==> config.mk <==
export PLATFORM = sky130hd
export DESIGN_NAME = wall_follow_pd_junction_steer
export DESIGN_NICKNAME = d
export VERILOG_FILES = /design/src/hw/rtl/wfs_pkg.sv /design/src/hw/rtl/wall_follow_pd_junction_steer.sv /design/src/hw/rtl/wfs_ctrl.sv /design/src/hw/rtl/wfs_datapath.sv
export SDC_FILE = /design/constraint.sdc
export NUM_CORES = 2
export LEC_CHECK = 0
export BUFFER_PORTS_ARGS = -buffer_cell sky130_fd_sc_hd__buf_2
export CAP_MARGIN = 0
export CORE_MARGIN = 2
export CORE_UTILIZATION = 60
export CTS_CLUSTER_SIZE = 40
export DETAILED_ROUTE_END_ITERATION = 10
export PLACE_DENSITY = 0.76
export SLEW_MARGIN = 20
export SYNTH_ARGS = -nofsm -noshare
export SYNTH_HDL_FRONTEND = slang
export SYNTH_SLANG_ARGS = --single-unit
==> constraint.sdc <==
create_clock -name i_clk -period 16.4 [get_ports i_clk]
set_input_delay 2.46 -clock i_clk [delete_from_list [all_inputs] [get_ports i_clk]]
set_output_delay 2.46 -clock i_clk [all_outputs]
set_load 0.02 [all_outputs]
==> src/hw/rtl/wfs_pkg.sv <==
// Shared types, codes and constants of the wall-following junction steering block.
`timescale 1ns / 1ps

package wfs_pkg;

    // Action codes of a result beat.
    localparam logic [2:0] ACT_LEFT   = 3'd0;
    localparam logic [2:0] ACT_FWD    = 3'd1;
    localparam logic [2:0] ACT_RIGHT  = 3'd2;
    localparam logic [2:0] ACT_AROUND = 3'd3;
    localparam logic [2:0] ACT_BRAKE  = 3'd4;

    // Configuration register indexes.
    localparam int CFG_IDX_W = 4;
    localparam logic [CFG_IDX_W-1:0] CFG_PROP_GAIN   = 4'd0;
    localparam logic [CFG_IDX_W-1:0] CFG_DERIV_GAIN  = 4'd1;
    localparam logic [CFG_IDX_W-1:0] CFG_LEFT_OPEN   = 4'd2;
    localparam logic [CFG_IDX_W-1:0] CFG_RIGHT_OPEN  = 4'd3;
    localparam logic [CFG_IDX_W-1:0] CFG_FRONT_DIST  = 4'd4;
    localparam logic [CFG_IDX_W-1:0] CFG_DUTY_CEIL   = 4'd5;
    localparam logic [CFG_IDX_W-1:0] CFG_DUTY_FLOOR  = 4'd6;
    localparam logic [CFG_IDX_W-1:0] CFG_BASE_DUTY   = 4'd7;
    localparam int CFG_DATA_W = 16;

    // Register reset values.
    localparam logic [15:0] RST_PROP_GAIN  = 16'd524;
    localparam logic [15:0] RST_DERIV_GAIN = 16'd33;
    localparam logic [11:0] RST_LEFT_OPEN  = 12'd3900;
    localparam logic [11:0] RST_RIGHT_OPEN = 12'd3900;
    localparam logic [15:0] RST_FRONT_DIST = 16'd100;
    localparam logic [14:0] RST_DUTY_CEIL  = 15'd25600;
    localparam logic [14:0] RST_DUTY_FLOOR = 15'd0;
    localparam logic [14:0] RST_BASE_DUTY  = 15'd4608;

    // Default number of consecutive open ticks that confirm a side opening.
    localparam int CONFIRM_TICKS_DEF = 5;

    // Derivative scaling: microseconds per second, and the interval used
    // on the first PD step.
    localparam logic [19:0] DERIV_SCALE = 20'd1000000;
    localparam logic [19:0] FIRST_DT    = 20'd10000;

    // Width of the derivative numerator and quotient; the divider retires
    // one quotient bit per step.
    localparam int QUO_W = 33;

    typedef struct packed {
        logic [11:0] right_side;
        logic [11:0] left_side;
        logic [11:0] left_diag;
        logic [11:0] right_diag;
        logic [15:0] front_distance;
        logic [19:0] interval_us;
    } t_in_item;

    typedef struct packed {
        logic [2:0]  action;
        logic [14:0] left_drive;
        logic [14:0] right_drive;
    } t_out_item;

    typedef struct packed {
        logic accept;
        logic prep;
        logic div_step;
        logic mul_lo;
        logic mul_hi;
        logic corr;
        logic drive;
        logic clamp;
        logic load_out;
    } t_dp_cmd;

    typedef struct packed {
        logic forward;
    } t_dp_stat;

endpackage

==> src/hw/rtl/wall_follow_pd_junction_steer.sv <==
// Top level of the wall-following PD steering block with junction detection.
//
//  Channel | Direction | Handshake               | Beat contents
//  --------+-----------+-------------------------+------------------------------
//  input   | in        | i_in_valid / o_in_ready | t_in_item: IR samples, front,
//          |           |                         | interval
//  output  | out       | o_out_valid/i_out_ready | t_out_item: action, drives
//  config  | in        | i_cfg_valid/o_cfg_ready | register index and data
//
// A forward beat passes from acceptance through the setup step, the one-bit-per-cycle
// divider of the derivative (33 steps), the two multiply steps and the rounding, drive
// and clamp steps to a ready result. Other actions go from setup to the output.
// One item is in work at a time; the next one is taken once the result sits in
// the output register, which holds it through any output stall.
// Reset is synchronous and active low and restores the register defaults.
`timescale 1ns / 1ps

module wall_follow_pd_junction_steer
    import wfs_pkg::*;
#(
    parameter int CONFIRM_TICKS = CONFIRM_TICKS_DEF
)
(
    input  logic                  i_clk,
    input  logic                  i_rst_n,
    input  logic                  i_in_valid,
    output logic                  o_in_ready,
    input  t_in_item              i_in_data,
    output logic                  o_out_valid,
    input  logic                  i_out_ready,
    output t_out_item             o_out_data,
    input  logic                  i_cfg_valid,
    output logic                  o_cfg_ready,
    input  logic [CFG_IDX_W-1:0]  i_cfg_index,
    input  logic [CFG_DATA_W-1:0] i_cfg_data
);

    t_dp_cmd  w_cmd;
    t_dp_stat w_stat;

    assign o_cfg_ready = 1'b1;

    wfs_ctrl u_ctrl (
        .i_clk       (i_clk),
        .i_rst_n     (i_rst_n),
        .i_in_valid  (i_in_valid),
        .o_in_ready  (o_in_ready),
        .o_out_valid (o_out_valid),
        .i_out_ready (i_out_ready),
        .i_stat      (w_stat),
        .o_cmd       (w_cmd)
    );

    wfs_datapath #(
        .CONFIRM_TICKS (CONFIRM_TICKS)
    ) u_datapath (
        .i_clk       (i_clk),
        .i_rst_n     (i_rst_n),
        .i_cfg_we    (i_cfg_valid && o_cfg_ready),
        .i_cfg_index (i_cfg_index),
        .i_cfg_data  (i_cfg_data),
        .i_in_data   (i_in_data),
        .i_cmd       (w_cmd),
        .o_stat      (w_stat),
        .o_out_data  (o_out_data)
    );

    // One item at a time: an accepted beat closes the input until it is done.
    a_one_in_flight: assert property (@(posedge i_clk) disable iff (!i_rst_n)
        (i_in_valid && o_in_ready) |=> !o_in_ready)
        else $error("input accepted while an item is still in work");

    a_action_code: assert property (@(posedge i_clk) disable iff (!i_rst_n)
        o_out_valid |-> (o_out_data.action <= ACT_BRAKE))
        else $error("result beat carries an undefined action");

    a_idle_drive: assert property (@(posedge i_clk) disable iff (!i_rst_n)
        (o_out_valid && (o_out_data.action != ACT_FWD))
            |-> (o_out_data.left_drive == '0 && o_out_data.right_drive == '0))
        else $error("non-forward result beat drives the motors");

    a_load_when_free: assert property (@(posedge i_clk) disable iff (!i_rst_n)
        w_cmd.load_out |-> (!o_out_valid || i_out_ready))
        else $error("output register overwritten before its beat was taken");

endmodule

==> src/hw/rtl/wfs_ctrl.sv <==
// Sequencer of the steering block: handshakes, step commands and divider count.
`timescale 1ns / 1ps

module wfs_ctrl
    import wfs_pkg::*;
(
    input  logic     i_clk,
    input  logic     i_rst_n,
    input  logic     i_in_valid,
    output logic     o_in_ready,
    output logic     o_out_valid,
    input  logic     i_out_ready,
    input  t_dp_stat i_stat,
    output t_dp_cmd  o_cmd
);

    localparam logic [3:0] ST_IDLE  = 4'd0;
    localparam logic [3:0] ST_PREP  = 4'd1;
    localparam logic [3:0] ST_DIV   = 4'd2;
    localparam logic [3:0] ST_MLO   = 4'd3;
    localparam logic [3:0] ST_MHI   = 4'd4;
    localparam logic [3:0] ST_CORR  = 4'd5;
    localparam logic [3:0] ST_DRIVE = 4'd6;
    localparam logic [3:0] ST_CLAMP = 4'd7;
    localparam logic [3:0] ST_EMIT  = 4'd8;

    localparam int CNT_W = $clog2(QUO_W);
    localparam logic [CNT_W-1:0] CNT_LAST = CNT_W'(QUO_W - 1);

    logic [3:0]       r_state, n_state;
    logic [CNT_W-1:0] r_cnt, n_cnt;
    logic             r_out_valid, n_out_valid;
    logic             w_slot_free;

    assign w_slot_free = !r_out_valid || i_out_ready;
    assign o_in_ready  = (r_state == ST_IDLE);
    assign o_out_valid = r_out_valid;

    always_comb begin
        n_state     = r_state;
        n_cnt       = r_cnt;
        n_out_valid = r_out_valid;
        o_cmd       = '0;
        if (r_out_valid && i_out_ready) begin
            n_out_valid = 1'b0;
        end
        case (r_state)
            ST_IDLE: begin
                if (i_in_valid) begin
                    o_cmd.accept = 1'b1;
                    n_state      = ST_PREP;
                end
            end
            ST_PREP: begin
                o_cmd.prep = 1'b1;
                n_cnt      = '0;
                n_state    = i_stat.forward ? ST_DIV : ST_EMIT;
            end
            ST_DIV: begin
                o_cmd.div_step = 1'b1;
                n_cnt          = r_cnt + 1'b1;
                if (r_cnt == CNT_LAST) begin
                    n_state = ST_MLO;
                end
            end
            ST_MLO: begin
                o_cmd.mul_lo = 1'b1;
                n_state      = ST_MHI;
            end
            ST_MHI: begin
                o_cmd.mul_hi = 1'b1;
                n_state      = ST_CORR;
            end
            ST_CORR: begin
                o_cmd.corr = 1'b1;
                n_state    = ST_DRIVE;
            end
            ST_DRIVE: begin
                o_cmd.drive = 1'b1;
                n_state     = ST_CLAMP;
            end
            ST_CLAMP: begin
                o_cmd.clamp = 1'b1;
                n_state     = ST_EMIT;
            end
            ST_EMIT: begin
                // Wait here until the output register can take the beat.
                if (w_slot_free) begin
                    o_cmd.load_out = 1'b1;
                    n_out_valid    = 1'b1;
                    n_state        = ST_IDLE;
                end
            end
            default: begin
                n_state = ST_IDLE;
            end
        endcase
    end

    always_ff @(posedge i_clk) begin
        if (!i_rst_n) begin
            r_state     <= ST_IDLE;
            r_cnt       <= '0;
            r_out_valid <= 1'b0;
        end else begin
            r_state     <= n_state;
            r_cnt       <= n_cnt;
            r_out_valid <= n_out_valid;
        end
    end

endmodule

==> src/hw/rtl/wfs_datapath.sv <==
// Datapath of the steering block: registers, run counters, action choice and PD arithmetic.
`timescale 1ns / 1ps

module wfs_datapath
    import wfs_pkg::*;
#(
    parameter int CONFIRM_TICKS = CONFIRM_TICKS_DEF
)
(
    input  logic                  i_clk,
    input  logic                  i_rst_n,
    input  logic                  i_cfg_we,
    input  logic [CFG_IDX_W-1:0]  i_cfg_index,
    input  logic [CFG_DATA_W-1:0] i_cfg_data,
    input  t_in_item              i_in_data,
    input  t_dp_cmd               i_cmd,
    output t_dp_stat              o_stat,
    output t_out_item             o_out_data
);

    localparam int RUN_W = $clog2(CONFIRM_TICKS + 1);
    localparam logic [RUN_W-1:0] RUN_MAX = RUN_W'(CONFIRM_TICKS);

    // Configuration registers.
    logic [15:0] r_kp, r_kd;
    logic [11:0] r_left_lvl, r_right_lvl;
    logic [15:0] r_front_lvl;
    logic [14:0] r_ceil, r_floor, r_base;

    // Block state.
    logic signed [12:0] r_prev_error;
    logic [RUN_W-1:0]   r_left_run, r_right_run;
    logic               r_pd_started;

    // Per-item working registers.
    logic [2:0]         r_action;
    logic signed [12:0] r_err;
    logic [12:0]        r_diff_mag;
    logic               r_diff_neg;
    logic [19:0]        r_dt;
    logic signed [29:0] r_pterm;
    logic [QUO_W-1:0]   r_quo;
    logic [19:0]        r_rem;
    logic [32:0]        r_dacc;
    logic [48:0]        r_dterm;
    logic signed [43:0] r_corr;
    logic signed [45:0] r_lsum, r_rsum;
    logic [14:0]        r_ldrive, r_rdrive;
    t_out_item          r_out;

    logic [RUN_W-1:0]   n_left_run, n_right_run;
    logic [2:0]         n_action;
    logic signed [12:0] w_err;
    logic signed [13:0] w_diff, w_diff_abs;
    logic [19:0]        w_dt;
    logic [20:0]        w_shift;
    logic [20:0]        w_trial;
    logic [32:0]        w_lo_prod;
    logic [31:0]        w_hi_prod;
    logic signed [51:0] w_dterm_s, w_sum;
    logic signed [45:0] w_corr_x, w_base_x;

    function automatic logic [14:0] clamp_duty(
        input logic signed [45:0] v,
        input logic [14:0]        hi,
        input logic [14:0]        lo
    );
        logic signed [45:0] t;
        t = v;
        if (t > $signed({31'b0, hi})) begin
            t = $signed({31'b0, hi});
        end
        if (t < $signed({31'b0, lo})) begin
            t = $signed({31'b0, lo});
        end
        return t[14:0];
    endfunction

    assign o_stat.forward = (r_action == ACT_FWD);
    assign o_out_data     = r_out;

    // Run counters and action choice for the beat being accepted.
    always_comb begin
        if (i_in_data.left_diag > r_left_lvl) begin
            n_left_run = (r_left_run < RUN_MAX) ? r_left_run + 1'b1 : r_left_run;
        end else begin
            n_left_run = '0;
        end
        if (i_in_data.right_diag > r_right_lvl) begin
            n_right_run = (r_right_run < RUN_MAX) ? r_right_run + 1'b1 : r_right_run;
        end else begin
            n_right_run = '0;
        end
        if (n_left_run >= RUN_MAX) begin
            n_action = ACT_LEFT;
        end else if (i_in_data.front_distance > r_front_lvl) begin
            n_action = ACT_FWD;
        end else if (n_right_run >= RUN_MAX) begin
            n_action = ACT_RIGHT;
        end else if (i_in_data.front_distance < r_front_lvl) begin
            n_action = ACT_AROUND;
        end else begin
            n_action = ACT_BRAKE;
        end
    end

    assign w_err      = $signed({1'b0, i_in_data.right_side}) -
                        $signed({1'b0, i_in_data.left_side});
    assign w_diff     = {w_err[12], w_err} - {r_prev_error[12], r_prev_error};
    assign w_diff_abs = w_diff[13] ? -w_diff : w_diff;
    // The first PD step uses a fixed interval; a zero interval counts as one.
    assign w_dt = !r_pd_started ? FIRST_DT :
                  (i_in_data.interval_us == '0) ? 20'd1 : i_in_data.interval_us;

    // Restoring division of the scaled error change by the interval.
    assign w_shift = {r_rem, r_quo[QUO_W-1]};
    assign w_trial = w_shift - {1'b0, r_dt};

    assign w_lo_prod = 33'(r_kd) * 33'(r_quo[16:0]);
    assign w_hi_prod = 32'(r_kd) * 32'(r_quo[32:17]);

    assign w_dterm_s = r_diff_neg ? -$signed({3'b000, r_dterm}) : $signed({3'b000, r_dterm});
    assign w_sum     = {{22{r_pterm[29]}}, r_pterm} + w_dterm_s + 52'sd128;

    assign w_corr_x = {{2{r_corr[43]}}, r_corr};
    assign w_base_x = $signed({31'b0, r_base});

    always_ff @(posedge i_clk) begin
        if (!i_rst_n) begin
            r_kp         <= RST_PROP_GAIN;
            r_kd         <= RST_DERIV_GAIN;
            r_left_lvl   <= RST_LEFT_OPEN;
            r_right_lvl  <= RST_RIGHT_OPEN;
            r_front_lvl  <= RST_FRONT_DIST;
            r_ceil       <= RST_DUTY_CEIL;
            r_floor      <= RST_DUTY_FLOOR;
            r_base       <= RST_BASE_DUTY;
            r_prev_error <= '0;
            r_left_run   <= '0;
            r_right_run  <= '0;
            r_pd_started <= 1'b0;
            r_action     <= ACT_BRAKE;
        end else begin
            if (i_cfg_we) begin
                case (i_cfg_index)
                    CFG_PROP_GAIN:  r_kp        <= i_cfg_data;
                    CFG_DERIV_GAIN: r_kd        <= i_cfg_data;
                    CFG_LEFT_OPEN:  r_left_lvl  <= i_cfg_data[11:0];
                    CFG_RIGHT_OPEN: r_right_lvl <= i_cfg_data[11:0];
                    CFG_FRONT_DIST: r_front_lvl <= i_cfg_data;
                    CFG_DUTY_CEIL:  r_ceil      <= i_cfg_data[14:0];
                    CFG_DUTY_FLOOR: r_floor     <= i_cfg_data[14:0];
                    CFG_BASE_DUTY:  r_base      <= i_cfg_data[14:0];
                    default: begin
                    end
                endcase
            end
            if (i_cmd.accept) begin
                r_left_run  <= n_left_run;
                r_right_run <= n_right_run;
                r_action    <= n_action;
                if (n_action == ACT_FWD) begin
                    r_prev_error <= w_err;
                    r_pd_started <= 1'b1;
                end else if (n_action != ACT_BRAKE) begin
                    r_prev_error <= '0;
                end
            end
        end
    end

    always_ff @(posedge i_clk) begin
        if (i_cmd.accept) begin
            r_err      <= w_err;
            r_diff_mag <= w_diff_abs[12:0];
            r_diff_neg <= w_diff[13];
            r_dt       <= w_dt;
            r_ldrive   <= '0;
            r_rdrive   <= '0;
        end
        if (i_cmd.prep) begin
            r_quo   <= QUO_W'(r_diff_mag) * QUO_W'(DERIV_SCALE);
            r_rem   <= '0;
            r_pterm <= 30'($signed({1'b0, r_kp})) * 30'(r_err);
        end
        if (i_cmd.div_step) begin
            if (!w_trial[20]) begin
                r_rem <= w_trial[19:0];
                r_quo <= {r_quo[QUO_W-2:0], 1'b1};
            end else begin
                r_rem <= w_shift[19:0];
                r_quo <= {r_quo[QUO_W-2:0], 1'b0};
            end
        end
        if (i_cmd.mul_lo) begin
            r_dacc <= w_lo_prod;
        end
        if (i_cmd.mul_hi) begin
            r_dterm <= 49'(r_dacc) + {w_hi_prod, 17'b0};
        end
        if (i_cmd.corr) begin
            // Arithmetic shift after adding half an LSB rounds ties upward.
            r_corr <= w_sum[51:8];
        end
        if (i_cmd.drive) begin
            r_lsum <= w_base_x + w_corr_x;
            r_rsum <= w_base_x - w_corr_x;
        end
        if (i_cmd.clamp) begin
            r_ldrive <= clamp_duty(r_lsum, r_ceil, r_floor);
            r_rdrive <= clamp_duty(r_rsum, r_ceil, r_floor);
        end
        if (i_cmd.load_out) begin
            r_out.action      <= r_action;
            r_out.left_drive  <= r_ldrive;
            r_out.right_drive <= r_rdrive;
        end
    end

endmodule

# Word level (Yosys, flattened, before mapping)
# Cells that the tools add are included.
op_classes:
  magnitude_cmp: 12
  n_mux: 48
  addsub: 13
  mul: 4
  n_reduce_logical: 22
  bitwise_logic: 1
  n_eq_ne: 22
ops:
  columns: ["op", "count"]
  rows:
  - ["46-bit two-way mux", 4]
  - ["46-bit by 16-bit > comparator with 1-bit output", 2]
  - ["46-bit by 16-bit less-than comparator with 1-bit output", 2]
  - ["15-bit two-way mux", 5]
  - ["33-bit two-way mux", 2]
  - ["20-bit two-way mux", 3]
  - ["52-bit adder", 1]
  - ["52-bit by 8-bit adder with 52-bit output, second input constant", 1]
  - ["52-bit two-way mux", 1]
  - ["49-bit negation with 52-bit output", 1]
  - ["33-bit by 49-bit adder with 49-bit output", 1]
  - ["16-bit by 44-bit adder with 45-bit output", 1]
  - ["16-bit by 44-bit subtractor with 45-bit output", 1]
  - ["13-bit two-way mux", 3]
  - ["4-bit one-hot mux with 9 select lines", 1]
  - ["16-bit by 17-bit multiplier with 33-bit output", 1]
  - ["4-bit by 3-bit equality test with 1-bit output, second input constant", 8]
  - ["16-bit by 16-bit multiplier with 32-bit output", 1]
  - ["17-bit by 13-bit multiplier with 30-bit output", 1]
  - ["13-bit by 14-bit multiplier with 27-bit output, second input constant", 1]
  - ["12-bit > comparator", 2]
  - ["3-bit two-way mux", 8]
  - ["21-bit by 20-bit subtractor with 21-bit output", 1]
  - ["20-bit logical NOT", 1]
  - ["other kinds (30)", 69]
totals:
  wordCells: 156
  output_inout_bits: 36
  inputBits: 109
  reg_bits: 562

# Depth between registers and ports, before layout
depth:
  ltp_word: 10
  depth_mapped: 33
  depth_no_buf: 32

# Modules after synthesis
# From an unflattened synthesis, not the netlist that was laid out.
unflattened:
  cells_unflattened: 6010
  hier_area_um2: 58163.3
modules_own_cells:
  columns: ["module", "cells_each", "instances", "seq_area_each_um2", "area_each_um2"]
  rows:
  - ["wfs_datapath", 5930, 1, 15054.4, 57507.7]
  - ["wfs_ctrl", 78, 1, 220.2, 644.4]
  - ["wall_follow_pd_junction_steer", 2, 1, 0.0, 11.3]

# Worst setup path after synthesis
# Ideal clock, no wire load.
synth_timing:
  path_type: "register to register"
  start: "reg u_datapath.r_quo[23]"
  end: "reg u_datapath.r_dterm[40] (data pin)"
  synth_period_minus_slack_ns: 7.148
  setup_slack_ns: 9.252
  t_arrival_ns: 6.892
  required_ns: 16.144
  path_buffers: 2
  setup_time_ns: 0.256
  path_stages_with_launch: 27
  path_cell_list: "edfxtp_1 clkbuf_1 and2_1 fa_1 inv_1 fa_1 fa_1 inv_1 fa_1 fa_1 inv_1 fa_1 inv_1 ha_1 a21oi_1 o21ai_0 a21o_1 a21oi_1 xnor2_1 ha_1 and4_1 a221o_1 a31oi_1 or2_0 clkbuf_1 or4_1 xor2_1"
synth_via:
  elab_chain_cells: 2
synth_rtl:
  columns: ["element", "line", "source"]
  rows:
  - ["from (decl)", "wfs_datapath.sv:42", "logic [QUO_W-1:0] r_quo;"]
  - ["from (signal assigned)", "wfs_datapath.sv:182", "r_quo <= QUO_W'(r_diff_mag) * QUO_W'(DERIV_SCALE);"]
  - ["from (signal assigned)", "wfs_datapath.sv:189", "r_quo <= {r_quo[QUO_W-2:0], 1'b1};"]
  - ["from (signal assigned)", "wfs_datapath.sv:192", "r_quo <= {r_quo[QUO_W-2:0], 1'b0};"]
  - ["16-bit by 16-bit multiplier with 32-bit output", "wfs_datapath.sv:120", "assign w_hi_prod = 32'(r_kd) * 32'(r_quo[32:17]);"]
  - ["33-bit by 49-bit adder with 49-bit output", "wfs_datapath.sv:199", "r_dterm <= 49'(r_dacc) + {w_hi_prod, 17'b0};"]
  - ["to (signal assigned)", "wfs_datapath.sv:199", null]
  - ["to (decl)", "wfs_datapath.sv:45", "logic [48:0] r_dterm;"]
# Every way passes these cells.
# A chain may end at the register's enable or synchronous reset.

# Final worst setup path
# Ends and elaborated chain as after synthesis.

==> reports/results.ini <==
[place]
place_area_um2 = 60600
place_hpwl_um = 108000
portBuffers = 143
dp_cells = 7371
gp_congestion = 0.949
pre_cts_slack_ns = 8.79

[floorplan]
die_w_um = 317
core_area_um2 = 96900
io_pins = 145
die_area_um2 = 100000
start_util_pct = 60.7
rows = 114
dieHeight_um = 317

[detailed_routing]
antenna_left = 0
first_iter_violations = 3221
vias_per_cell = 5.76
drc_errors = 0
drt_wl_total_um = 142000
first_pass_iters = 5
wl_per_cell_um = 18.9
num_vias = 43200

[timing]
setup_viol = 0
worst_pin_slew_ns = 1.10
layout_min_cycle_time_ns = 7.67
min_period_over_period_pct = 46.7
maxSlewHeadroom_pct = 26.8
fin_tns_setup_ns = 0
worst_slack_ns = 8.73
rsz0062_at_grt = false
final-hold-violation-count = 0
drv_slew = 0
fmax_ghz = 0.130
finalClockSkew_ns = 0.0511

[logic_synthesis]
synthDistinctLibCells = 88
synth_edf_count = 408
synth_area_um2 = 58800
yosysSeqAreaShare_pct = 26.0
syn_area_per_cell_um2 = 9.57
ys_ff_latch = 559
ys.flop_type = edfxtp_1
syn-num-nets = 7547
syn_inst = 6141
yosysWarningCount = 0
synthArstFlopShare_pct = 0

[setup_path]
worstPathArrival_ns = 8.10
cp_common_cell = fa_1
worstPathCellList = and2_1, fa_1, inv_1, fa_1, fa_1, inv_1, fa_1, fa_1, inv_1, fa_1, inv_1, ha_1, a21oi_1, o21ai_0, a21o_1, a21oi_1, xnor2_1, ha_1, and4_1, a221o_1, a31oi_1, or2_0, or4_1, xor2_1
slowest_delay_ns = 0.64
reg2reg_depth = 24
cp-start-kind = flip-flop
critical_path_required_ns = 16.83
crit_path_end_kind = flip-flop
worstSetupPathType = flip-flop to flip-flop
cp_max_fo = 17
crit_path_top_delay_cell = edfxtp_1

[global_route]
grt_pass1_vias = 43800
grt_util_all_layers_pct = 28.7
grt_max_degree = 81
grt_antenna_before_repair = 8
overflow = 0
grt_first_pass_wirelength_um = 229000

[power]
ir_drop_mv = 0.696
total_power_mw = 10.9
leakage_nw = 28.8
p_per_area_nw_per_um2 = 174

[hold_path]
hold_depth = 0
hold_path.class = flip-flop to flip-flop

[clock_tree]
cts_setup_buffers = 0
cts.repair.resized = 0
cts_hold_buf = 0
path_clk_slew_ns = 0.07
cts_tree = done
cts_buffers = 61
clkLatencyLatePin_ns = 0.70
cts_max_path_buffers = 3
htreeDepth = 2
cts_root_buf = clkbuf_16
numClockSinks = 559

[job]
drv_cap = 0

[final_layout]
final_common_cell = inv_1
nets = 7565
mostFrequentLayoutCells = inv_1, nand2_1, ha_1, fa_1, edfxtp_1
fill_cells = 7682
drive_gt1_share_pct = 5.62
post_layout_nonfiller_instances = 7490
areaGrowthSynthToFinish_pct = 6.64
stdcell_area_um2 = 62700

[status]
status = finished clean

==> cells by family after synthesis <==
group	count (synthesis)	share of synthesized area, %
buf+inv	1168	7.57
mux	85	1.48
fa+ha+maj	1297	35.3
other cells	1	0.00638
xor+xnor	325	4.84
compound gates	851	9.65
flops	559	26.0
simple gates	1855	15.1
==> Yosys cell counts (8+ instances only) <==
cell type,count,share of area (%)
a21boi_0,85,1.1
or2_2,12,0.13
dfxtp_1,151,5.1
or4_1,11,0.14
o211ai_1,35,0.45
nor2b_1,71,0.76
nand4_1,36,0.38
a211oi_1,23,0.29
o21bai_1,29,0.37
nand2_1,809,5.2
nand2b_1,55,0.59
o21ai_1,42,0.36
a21oi_1,197,1.7
o2111ai_1,8,0.12
ha_1,694,15
and3_1,28,0.30
or3_1,40,0.43
xnor2_1,233,3.5
mux2i_1,68,1.2
o21ai_0,129,1.1
a21boi_1,10,0.13
and2_1,312,3.3
nand3b_1,8,0.10
o41ai_1,13,0.19
o31ai_1,23,0.29
fa_1,603,21
nor4_1,37,0.39
edfxtp_1,408,21
o21a_1,44,0.56
a21o_1,90,1.1
buf_4,14,0.18
nor2_1,247,1.6
nand3_1,68,0.58
xor2_1,92,1.4
clkbuf_1,210,1.3
a31oi_1,24,0.26
a22o_1,17,0.25
nor3_1,83,0.71
inv_1,935,6.0
mux2_2,17,0.33
==> power by group <==
group          leakage (nW)  switching, mW  total (mW)  internal, mW
registers              4.99          0.250        2.22          1.97
clock network         0.982          0.608        1.41         0.801
logic                  22.8           4.38        7.30          2.92
==> sequential cells by signal (all words and copies together) (netlist names), 13 cells and up <==
signal and cells:
u_datapath.r_dacc 33, u_datapath.r_rem 20, u_datapath.r_ldrive 15, u_datapath.r_prev_error 13
u_datapath.r_rdrive 15, u_datapath.r_front_lvl 16, u_datapath.r_quo 33, u_datapath.r_err 13
u_datapath.o_out_data 33, u_datapath.r_dt 20, u_datapath.r_base 15, u_datapath.r_lsum 44
u_datapath.r_rsum 45, u_datapath.r_dterm 49, u_datapath.r_diff_mag 13, u_datapath.r_ceil 15
u_datapath.r_kp 16, u_datapath.r_pterm 30, u_datapath.r_floor 15, u_datapath.r_kd 16
u_datapath.r_corr 44
==> stage by stage <==
| step | hold slack, ns | util [%] |
|---|---|---|
| floorplan | 0.400 | - |
| global placement | 0.401 | 62.5 |
| detailed placement | 0.405 | 62.5 |
| CTS | 0.386 | 64.6 |
| global route | 0.401 | 64.7 |
| finish | 0.394 | 64.7 |
==> layout make-up <==
type | instances | area [µm²] | area share [%]
Inverter | 935 | 3510 | 5.60
Clock buffer | 87 | 1720 | 2.74
Tap cell | 1276 | 1600 | 2.55
Clock inverter | 29 | 347 | 0.553
Antenna cell | 2 | 5.00 | 0.00799
Multi-Input combinational cell | 4414 | 39100 | 62.5
Sequential cell | 559 | 15300 | 24.4
Timing Repair Buffer | 188 | 1070 | 1.71
==> per-layer routing <==
layer	track usage (%)	share of wire, %	vias to the layer above
li1	-	-	20200
met1	37.6	41	21100
met2	48.5	48	1526
met3	4.46	7.3	333
met4	10.5	3.7	8
met5	0	0.037	-
==> critical path: cells and delay by family, from the launching register on <==
| kind | cells | cell delay (ns) |
|---|---|---|
| adder cells (fa/ha/maj) | 8 | 3.79 |
| AND/OR/NAND/NOR | 4 | 1.48 |
| AO/OA/AOI/OAI | 6 | 1.07 |
| flip-flops | 1 | 0.64 |
| XOR/XNOR | 2 | 0.25 |
| buffers and inverters | 4 | 0.21 |
==> worst paths after layout <==
check                         from                      to  slack (ns)
max reg2reg   u_datapath.r_quo[23]  u_datapath.r_dterm[40]        8.73
min reg2reg  u_datapath.r_dacc[14]  u_datapath.r_dterm[14]        0.39
max           u_datapath.r_quo[23]  u_datapath.r_dterm[40]        8.73
min          u_datapath.r_dacc[14]  u_datapath.r_dterm[14]        0.39
(Power assumes the default switching activity.)
